<file path="src/sv/itoa_pkg.sv">
// Types, constants and decode functions for the integer to ASCII digit formatter.
package itoa_pkg;

  localparam int VAL_W              = 64;
  localparam int FMT_W              = 4;
  localparam int CHAR_W             = 7;
  localparam int OUT_DATA_W         = 8;
  localparam int CNT_W              = 7;
  localparam int DIGIT_W            = 4;
  localparam int BCD_DIGITS         = 20;
  localparam int BCD_W              = BCD_DIGITS * DIGIT_W;
  localparam int DEC16_DIGITS       = 5;
  localparam int DEC32_DIGITS       = 10;
  localparam int DEF_MAX_VALUE_BITS = 64;

  localparam logic [CHAR_W-1:0]  ASCII_ZERO  = 7'h30;
  localparam logic [CHAR_W-1:0]  ASCII_NINE  = 7'h39;
  localparam logic [CHAR_W-1:0]  ASCII_UPPER = 7'h37;
  localparam logic [CHAR_W-1:0]  ASCII_A     = 7'h41;
  localparam logic [CHAR_W-1:0]  ASCII_F     = 7'h46;
  localparam logic [DIGIT_W-1:0] DEC_RADIX   = 4'd10;

  // format codes on in_tuser; codes above the last member are invalid
  typedef enum logic [FMT_W-1:0] {
    FMT_HEX16 = 4'd0,
    FMT_HEX32 = 4'd1,
    FMT_HEX64 = 4'd2,
    FMT_BIN8  = 4'd3,
    FMT_BIN16 = 4'd4,
    FMT_BIN32 = 4'd5,
    FMT_BIN64 = 4'd6,
    FMT_DEC16 = 4'd7,
    FMT_DEC32 = 4'd8,
    FMT_DEC64 = 4'd9
  } fmt_code_t;

  typedef enum logic [1:0] {
    KIND_HEX,
    KIND_BIN,
    KIND_DEC,
    KIND_BAD
  } kind_t;

  typedef struct packed {
    kind_t            kind;
    logic [CNT_W-1:0] digits;
    logic [CNT_W-1:0] width;
  } fmt_desc_t;

  typedef enum logic [2:0] {
    ST_IDLE,
    ST_CONV,
    ST_ALIGN,
    ST_EMIT,
    ST_BAD
  } state_t;

  // BCD register operations
  typedef enum logic [2:0] {
    DB_HOLD,
    DB_CLEAR,
    DB_SHIFT_IN,
    DB_ALIGN,
    DB_EMIT
  } dab_op_t;

  // decimal string length, picks the alignment of the BCD register
  typedef enum logic [1:0] {
    DSEL_5,
    DSEL_10,
    DSEL_20
  } dec_sel_t;

  typedef struct packed {
    dab_op_t  op;
    logic     bit_in;
    dec_sel_t sel;
  } dab_ctl_t;

  function automatic fmt_desc_t fmt_decode(input logic [FMT_W-1:0] code);
    fmt_desc_t d;
    unique case (code)
      FMT_HEX16: d = '{KIND_HEX, 7'd4,  7'd16};
      FMT_HEX32: d = '{KIND_HEX, 7'd8,  7'd32};
      FMT_HEX64: d = '{KIND_HEX, 7'd16, 7'd64};
      FMT_BIN8:  d = '{KIND_BIN, 7'd8,  7'd8};
      FMT_BIN16: d = '{KIND_BIN, 7'd16, 7'd16};
      FMT_BIN32: d = '{KIND_BIN, 7'd32, 7'd32};
      FMT_BIN64: d = '{KIND_BIN, 7'd64, 7'd64};
      FMT_DEC16: d = '{KIND_DEC, 7'd5,  7'd16};
      FMT_DEC32: d = '{KIND_DEC, 7'd10, 7'd32};
      FMT_DEC64: d = '{KIND_DEC, 7'd20, 7'd64};
      default:   d = '{KIND_BAD, 7'd1,  7'd0};
    endcase
    return d;
  endfunction

  function automatic logic [CHAR_W-1:0] digit_ascii(input logic [DIGIT_W-1:0] d);
    logic [CHAR_W-1:0] c;
    if (d < DEC_RADIX) begin
      c = CHAR_W'(d) + ASCII_ZERO;
    end else begin
      c = CHAR_W'(d) + ASCII_UPPER;
    end
    return c;
  endfunction

endpackage

</file>
<file path="src/sv/itoa_dabble.sv">
// Bit-serial binary to BCD converter (shift and add-3) that also shifts out its digits.
module itoa_dabble import itoa_pkg::*; (
  input  logic               clk,
  input  dab_ctl_t           ctl,
  output logic [DIGIT_W-1:0] top_digit
);

  localparam logic [DIGIT_W-1:0] ADJ_LIMIT = 4'd5;
  localparam logic [DIGIT_W-1:0] ADJ_ADD   = 4'd3;

  logic [BCD_W-1:0] bcd_r;
  logic [BCD_W-1:0] bcd_nxt;
  logic [BCD_W-1:0] adj;

  // add 3 to every digit of 5 or more before the next shift
  always_comb begin
    for (int i = 0; i < BCD_DIGITS; i++) begin
      if (bcd_r[i*DIGIT_W +: DIGIT_W] >= ADJ_LIMIT) begin
        adj[i*DIGIT_W +: DIGIT_W] = bcd_r[i*DIGIT_W +: DIGIT_W] + ADJ_ADD;
      end else begin
        adj[i*DIGIT_W +: DIGIT_W] = bcd_r[i*DIGIT_W +: DIGIT_W];
      end
    end
  end

  // register operation decode
  always_comb begin
    unique case (ctl.op)
      DB_HOLD:     bcd_nxt = bcd_r;
      DB_CLEAR:    bcd_nxt = '0;
      DB_SHIFT_IN: bcd_nxt = {adj[BCD_W-2:0], ctl.bit_in};
      DB_ALIGN: begin
        // bring the most significant digit of the string to the top
        unique case (ctl.sel)
          DSEL_5:  bcd_nxt = bcd_r << ((BCD_DIGITS - DEC16_DIGITS) * DIGIT_W);
          DSEL_10: bcd_nxt = bcd_r << ((BCD_DIGITS - DEC32_DIGITS) * DIGIT_W);
          default: bcd_nxt = bcd_r;
        endcase
      end
      DB_EMIT:     bcd_nxt = {bcd_r[BCD_W-DIGIT_W-1:0], {DIGIT_W{1'b0}}};
      default:     bcd_nxt = bcd_r;
    endcase
  end

  always_ff @(posedge clk) begin
    bcd_r <= bcd_nxt;
  end

  assign top_digit = bcd_r[BCD_W-1 -: DIGIT_W];

endmodule

</file>
<file path="src/sv/integer_to_ascii_digit_formatter_core.sv">
// Integer to ASCII digit formatter: one value in, its fixed-width digit string out, MSD first.
//
// Each accepted item is formatted as hexadecimal, binary or decimal with leading zeros kept,
// one character per output transfer, the final character marked on out_tlast. An invalid
// format code gives a single transfer with character 0 and out_tuser set. One item is worked
// at a time: hex and binary characters are shifted straight out of the value; decimal first runs
// the value through a one-bit-per-cycle shift-and-add-3 converter, then aligns the BCD digits
// and shifts them out. The next item is taken as soon as the last character sits in the single
// character output register. Only the low MAX_VALUE_BITS of the value are kept.
module integer_to_ascii_digit_formatter_core import itoa_pkg::*; #(
  parameter int MAX_VALUE_BITS = DEF_MAX_VALUE_BITS
) (
  input  logic                  clk,
  input  logic                  rst_n,
  input  logic                  in_tvalid,
  output logic                  in_tready,
  input  logic [VAL_W-1:0]      in_tdata,   // [63:0] value
  input  logic [FMT_W-1:0]      in_tuser,   // [3:0] format_code
  output logic                  out_tvalid,
  input  logic                  out_tready,
  output logic [OUT_DATA_W-1:0] out_tdata,  // [6:0] ascii_char, [7] zero
  output logic                  out_tlast,
  output logic                  out_tuser   // [0] bad_format
);

  state_t               state_r, state_nxt;
  logic [FMT_W-1:0]     fmt_r, fmt_nxt;
  logic [VAL_W-1:0]     sh_r, sh_nxt;
  logic [CNT_W-1:0]     cnt_r, cnt_nxt;
  logic                 out_valid_r, out_valid_nxt;
  logic [CHAR_W-1:0]    out_char_r, out_char_nxt;
  logic                 out_last_r, out_last_nxt;
  logic                 out_bad_r, out_bad_nxt;

  fmt_desc_t            desc_in;
  fmt_desc_t            desc_r;
  logic [VAL_W-1:0]     val_kept;
  logic [VAL_W-1:0]     val_aligned;
  logic [DIGIT_W-1:0]   dec_digit;
  logic [DIGIT_W-1:0]   cur_digit;
  logic                 ld_ok;
  dab_ctl_t             dab_ctl;
  dec_sel_t             dsel;

  assign desc_in = fmt_decode(in_tuser);
  assign desc_r  = fmt_decode(fmt_r);

  // drop value bits the block does not keep
  assign val_kept = VAL_W'(in_tdata[MAX_VALUE_BITS-1:0]);

  // left-align the value so its top format bit sits at the register top
  always_comb begin
    case (in_tuser) inside
      FMT_BIN8:                       val_aligned = val_kept << (VAL_W - 8);
      FMT_HEX16, FMT_BIN16, FMT_DEC16: val_aligned = val_kept << (VAL_W - 16);
      FMT_HEX32, FMT_BIN32, FMT_DEC32: val_aligned = val_kept << (VAL_W - 32);
      default:                        val_aligned = val_kept;
    endcase
  end

  // decimal string length
  always_comb begin
    case (fmt_r) inside
      FMT_DEC16: dsel = DSEL_5;
      FMT_DEC32: dsel = DSEL_10;
      default:   dsel = DSEL_20;
    endcase
  end

  // current digit at the head of the selected shift register
  always_comb begin
    case (desc_r.kind)
      KIND_HEX: cur_digit = sh_r[VAL_W-1 -: DIGIT_W];
      KIND_BIN: cur_digit = DIGIT_W'(sh_r[VAL_W-1]);
      default:  cur_digit = dec_digit;
    endcase
  end

  assign ld_ok     = !out_valid_r || out_tready;
  assign in_tready = (state_r == ST_IDLE);

  // sequencer: next state, shift control and output register load
  always_comb begin
    state_nxt     = state_r;
    fmt_nxt       = fmt_r;
    sh_nxt        = sh_r;
    cnt_nxt       = cnt_r;
    out_valid_nxt = out_valid_r && !out_tready;
    out_char_nxt  = out_char_r;
    out_last_nxt  = out_last_r;
    out_bad_nxt   = out_bad_r;
    dab_ctl       = '{DB_HOLD, sh_r[VAL_W-1], dsel};

    unique case (state_r)
      ST_IDLE: begin
        if (in_tvalid) begin
          fmt_nxt = in_tuser;
          sh_nxt  = val_aligned;
          if (desc_in.kind == KIND_BAD) begin
            state_nxt = ST_BAD;
          end else if (desc_in.kind == KIND_DEC) begin
            dab_ctl.op = DB_CLEAR;
            cnt_nxt    = desc_in.width;
            state_nxt  = ST_CONV;
          end else begin
            cnt_nxt   = desc_in.digits;
            state_nxt = ST_EMIT;
          end
        end
      end
      ST_CONV: begin
        dab_ctl.op = DB_SHIFT_IN;
        sh_nxt     = sh_r << 1;
        cnt_nxt    = cnt_r - CNT_W'(1);
        if (cnt_r == CNT_W'(1)) begin
          state_nxt = ST_ALIGN;
        end
      end
      ST_ALIGN: begin
        dab_ctl.op = DB_ALIGN;
        cnt_nxt    = desc_r.digits;
        state_nxt  = ST_EMIT;
      end
      ST_EMIT: begin
        if (ld_ok) begin
          out_valid_nxt = 1'b1;
          out_char_nxt  = digit_ascii(cur_digit);
          out_last_nxt  = (cnt_r == CNT_W'(1));
          out_bad_nxt   = 1'b0;
          cnt_nxt       = cnt_r - CNT_W'(1);
          case (desc_r.kind)
            KIND_HEX: sh_nxt = sh_r << DIGIT_W;
            KIND_BIN: sh_nxt = sh_r << 1;
            default:  dab_ctl.op = DB_EMIT;
          endcase
          if (cnt_r == CNT_W'(1)) begin
            state_nxt = ST_IDLE;
          end
        end
      end
      ST_BAD: begin
        if (ld_ok) begin
          out_valid_nxt = 1'b1;
          out_char_nxt  = '0;
          out_last_nxt  = 1'b1;
          out_bad_nxt   = 1'b1;
          state_nxt     = ST_IDLE;
        end
      end
      default: state_nxt = ST_IDLE;
    endcase
  end

  // control state
  always_ff @(posedge clk) begin
    if (!rst_n) begin
      state_r     <= ST_IDLE;
      out_valid_r <= 1'b0;
    end else begin
      state_r     <= state_nxt;
      out_valid_r <= out_valid_nxt;
    end
  end

  // payload
  always_ff @(posedge clk) begin
    fmt_r      <= fmt_nxt;
    sh_r       <= sh_nxt;
    cnt_r      <= cnt_nxt;
    out_char_r <= out_char_nxt;
    out_last_r <= out_last_nxt;
    out_bad_r  <= out_bad_nxt;
  end

  itoa_dabble u_dabble (
    .clk       (clk),
    .ctl       (dab_ctl),
    .top_digit (dec_digit)
  );

  assign out_tvalid = out_valid_r;
  assign out_tdata  = OUT_DATA_W'(out_char_r);
  assign out_tlast  = out_last_r;
  assign out_tuser  = out_bad_r;

endmodule

</file>
<file path="config.mk">
export PLATFORM = sky130hd
export DESIGN_NAME = integer_to_ascii_digit_formatter_core
export DESIGN_NICKNAME = d
export VERILOG_FILES = /design/src/sv/itoa_pkg.sv /design/src/sv/itoa_dabble.sv /design/src/sv/integer_to_ascii_digit_formatter_core.sv
export SDC_FILE = /design/constraint.sdc
export NUM_CORES = 1
export LEC_CHECK = 0
export ABC_AREA = 1
export BUFFER_PORTS_ARGS = -buffer_cell sky130_fd_sc_hd__buf_2
export CAP_MARGIN = 0
export CORE_ASPECT_RATIO = 0.7
export CORE_UTILIZATION = 40
export CTS_CLUSTER_SIZE = 10
export DETAILED_ROUTE_END_ITERATION = 7
export GPL_TIMING_DRIVEN = 1
export HOLD_SLACK_MARGIN = 0.02
export PLACE_DENSITY = 0.62
export SYNTH_ARGS = -nofsm -noshare
export SYNTH_HDL_FRONTEND = slang
export SYNTH_SLANG_ARGS = --single-unit
</file>
<file path="constraint.sdc">
create_clock -name clk -period 6.7 [get_ports clk]
set_clock_uncertainty 0.15 [all_clocks]
set_input_delay 1.005 -clock clk [delete_from_list [all_inputs] [get_ports clk]]
set_output_delay 1.005 -clock clk [all_outputs]
set_load 0.03 [all_outputs]
</file>
==> flow_metrics.tcl <==
set metrics [dict create \
    status "finished, final reports clean" \
    grt_overflow 0 \
    clk_latency_ps 450 \
    gr-max-usage-layer "met1" \
    firstDrtPassIters 5 \
    dp_hpwl_um 23000 \
    yosysSeqAreaShare 0.450 \
    max_freq_ghz 0.277 \
    grt_use_met2 0.292 \
    met3_usage 0.0577 \
    clock-sinks 177 \
    fin_cells 1859 \
    portBuffers 82 \
    syn_inst 1417 \
    worstMarginPinSlew_ps 1030 \
    setup_viol 0 \
    rows 51 \
    worst-setup-path-type "reg -> reg" \
    grt_setup_unrepaired "no" \
    rrSetupSlack_ps 3090 \
    critPathMaxFanout 58 \
    place_inst 1826 \
    ff2ff_path_depth 9 \
    fillerInstances 2786 \
    place_congestion 0.894 \
    drive_gt1_frac 0.106 \
    arrival_ps 3530 \
    crit_family "buffers and inverters" \
    synth_area_per_cell_um2 8.14 \
    setup.worst_path.start "state_r[0]" \
    vias 10100 \
    crit_path_max_incr_delay_ps 690 \
    ir_drop_uv 251 \
    die_w_um 205 \
    wirelength_um 32000 \
    io_pins 84 \
    holdBufCountCts 0 \
    cp_cell_sequence "inv_2, nand2_1, inv_1, nand2_1, inv_1, nand2_1, o21ai_0, inv_2, buf_4" \
    cts_tree "done" \
    crit_end "u_dabble.bcd_r[51]" \
    antenna_found_initial 1 \
    drtIter0Drc 1134 \
    clk_pin_slew_ps 70 \
    finalHoldViolCount 0 \
    yosysTopAreaCellShare 0.427 \
    start_util 0.411 \
    synth_largest_area_cell "edfxtp_1" \
    viasPerCell 5.46 \
    worst_r2r_endpoint "u_dabble.bcd_r[51]" \
    async_reset_ff_frac 0 \
    ant_nets 0 \
    required_ps 6620 \
    die_y_um 144 \
    total_power_mw 6.54 \
    cellPowerDensity_mw_per_mm2 515 \
    grt_pass1_wl_um 50300 \
    synth_area_leaders "edfxtp_1 43%, nand2_1 11%, inv_1 7.5%" \
    hp-class "reg -> reg" \
    grt_start_max_net_pins 65 \
    maxCapViolCount 0 \
    drv_slew 0 \
    worst-path-stages 9 \
    r2r-start "state_r[0]" \
    area.growth.synth_to_final_pct 10.1 \
    cts.path.max_buffers 2 \
    syn_area_mm2 0.0115 \
    cts_setup_buffers 0 \
    synth_cell_types 49 \
    grt_pass1_vias 9007 \
    synth_fp_nets 1537 \
    cpMostUsedCell "nand2_1" \
    critPathBufInv 5 \
    fin_nets 1594 \
    ctsHtreeMaxLevel 4 \
    cts_resized 0 \
    start_kind "flip-flop" \
    p_leak_nw 5.59 \
    slowest_stage "buf_4" \
    ys_ff_latch 177 \
    fin_crit_sh 0.539 \
    synth_top_cells_by_count "338 x nand2_1, 229 x inv_1, 164 x edfxtp_1, 148 x nand3_1, 115 x o21ai_0" \
    die_area_mm2 0.0295 \
    use_met1 0.355 \
    fin_crit_ps 3610 \
    synth_most_common_cell "nand2_1" \
    grt_use_total 0.222 \
    synthFlopType "edfxtp_1" \
    numCtsBuffers 17 \
    drcViolationCount 0 \
    end_kind "flip-flop" \
    core_area_mm2 0.0281 \
    yosys_warnings 0 \
    synth_edf_count 164 \
    wl_per_cell_um 17.2 \
    setup_tns_ps 0 \
    clockRootBuffer "clkbuf_16" \
    max-slew-margin-rel 0.316 \
]
flip-flops by register name, summed over array words and instances (netlist names):
register,count
state_r,3
fmt_r,4
desc_r,9
out_tuser,1
out_tlast,1
u_dabble.bcd_r,80
sh_r,64
cnt_r,7
out_tvalid,1
out_char_r,7
worst register-to-register path: cells and delay by family (launching register included):
family | cells | cell delay (ps)
compound gates | 1 | 110
flops | 1 | 480
simple gates | 3 | 740
buf+inv | 5 | 1680
worst min-delay path by stage:
| stage | depth (start not counted) | end | start |
|---|---|---|---|
| floorplan | 2 | cnt_r[4] | desc_r[11] |
| global placement | 2 | cnt_r[6] | desc_r[13] |
| detailed placement | 2 | cnt_r[3] | desc_r[10] |
| CTS | 2 | cnt_r[5] | desc_r[12] |
| global route | 2 | cnt_r[6] | desc_r[13] |
| finish | 2 | cnt_r[5] | desc_r[12] |
cells in the final DEF (no fill, tap or decap), types with 4 or more instances in the layout:
master and n:
buf_4 8, nand3_1 148, buf_2 82, inv_1 228, nand3b_1 10, o221ai_1 39, o21ai_1 4, a21oi_1 47
edfxtp_1 164, o21ai_0 115, nand2_2 4, clkbuf_16 17, o211ai_1 39, xor2_1 9, nor2_1 64, nand2_1 338
or2_2 11, ha_1 48, o22ai_1 23, clkinvlp_4 4, clkinv_1 4, dfxtp_1 13, nand4_1 19, inv_2 7
cell type report:
type	count	area (µm²)	area share
clock buffers	18	429	0.0338
diodes	1	2.50	0.000197
multi-input cells	950	5130	0.404
well taps	371	464	0.0366
inverters	238	903	0.0711
repair buffers	90	470	0.0371
flip-flops and latches	177	5180	0.408
clock inverters	14	115	0.00907
power breakdown:
part           leakage (nW)  switching [mW]  internal [mW]
Combinational          3.61            2.13          0.875
Clock                 0.253           0.454          0.509
Sequential             1.73           0.420           2.15
layer usage:
metal	part of all wire	wire, µm
met1	0.51	16300
met2	0.39	12500
met3	0.092	2950
met4	0.0077	246
met5	0	0
metrics by stage:
| step | hold WS [ps] | util | instance area (µm²) | setup slack [ps] |
|---|---|---|---|---|
| final | 400 | 0.452 | 12700 | 3090 |
| after global routing | 440 | 0.452 | 12700 | 2820 |
| after CTS | 403 | 0.452 | 12700 | 3130 |
| after detailed placement | 387 | 0.433 | 12200 | 2910 |
| after global placement | 379 | 0.433 | 12200 | 2950 |
| after floorplan | 345 | - | 11500 | 425 |
logic make-up after synthesis:
logic type / share of synthesized area
AOI/OAI and AO/OA: 0.151
DFF: 0.450
adders and majority gates: 0.0521
other: 0.000325
buffers and inverters: 0.106
xor gates and xnor gates: 0.00760
and+or+nand+nor: 0.233
Note: power is estimated with default switching activity, not from simulation.
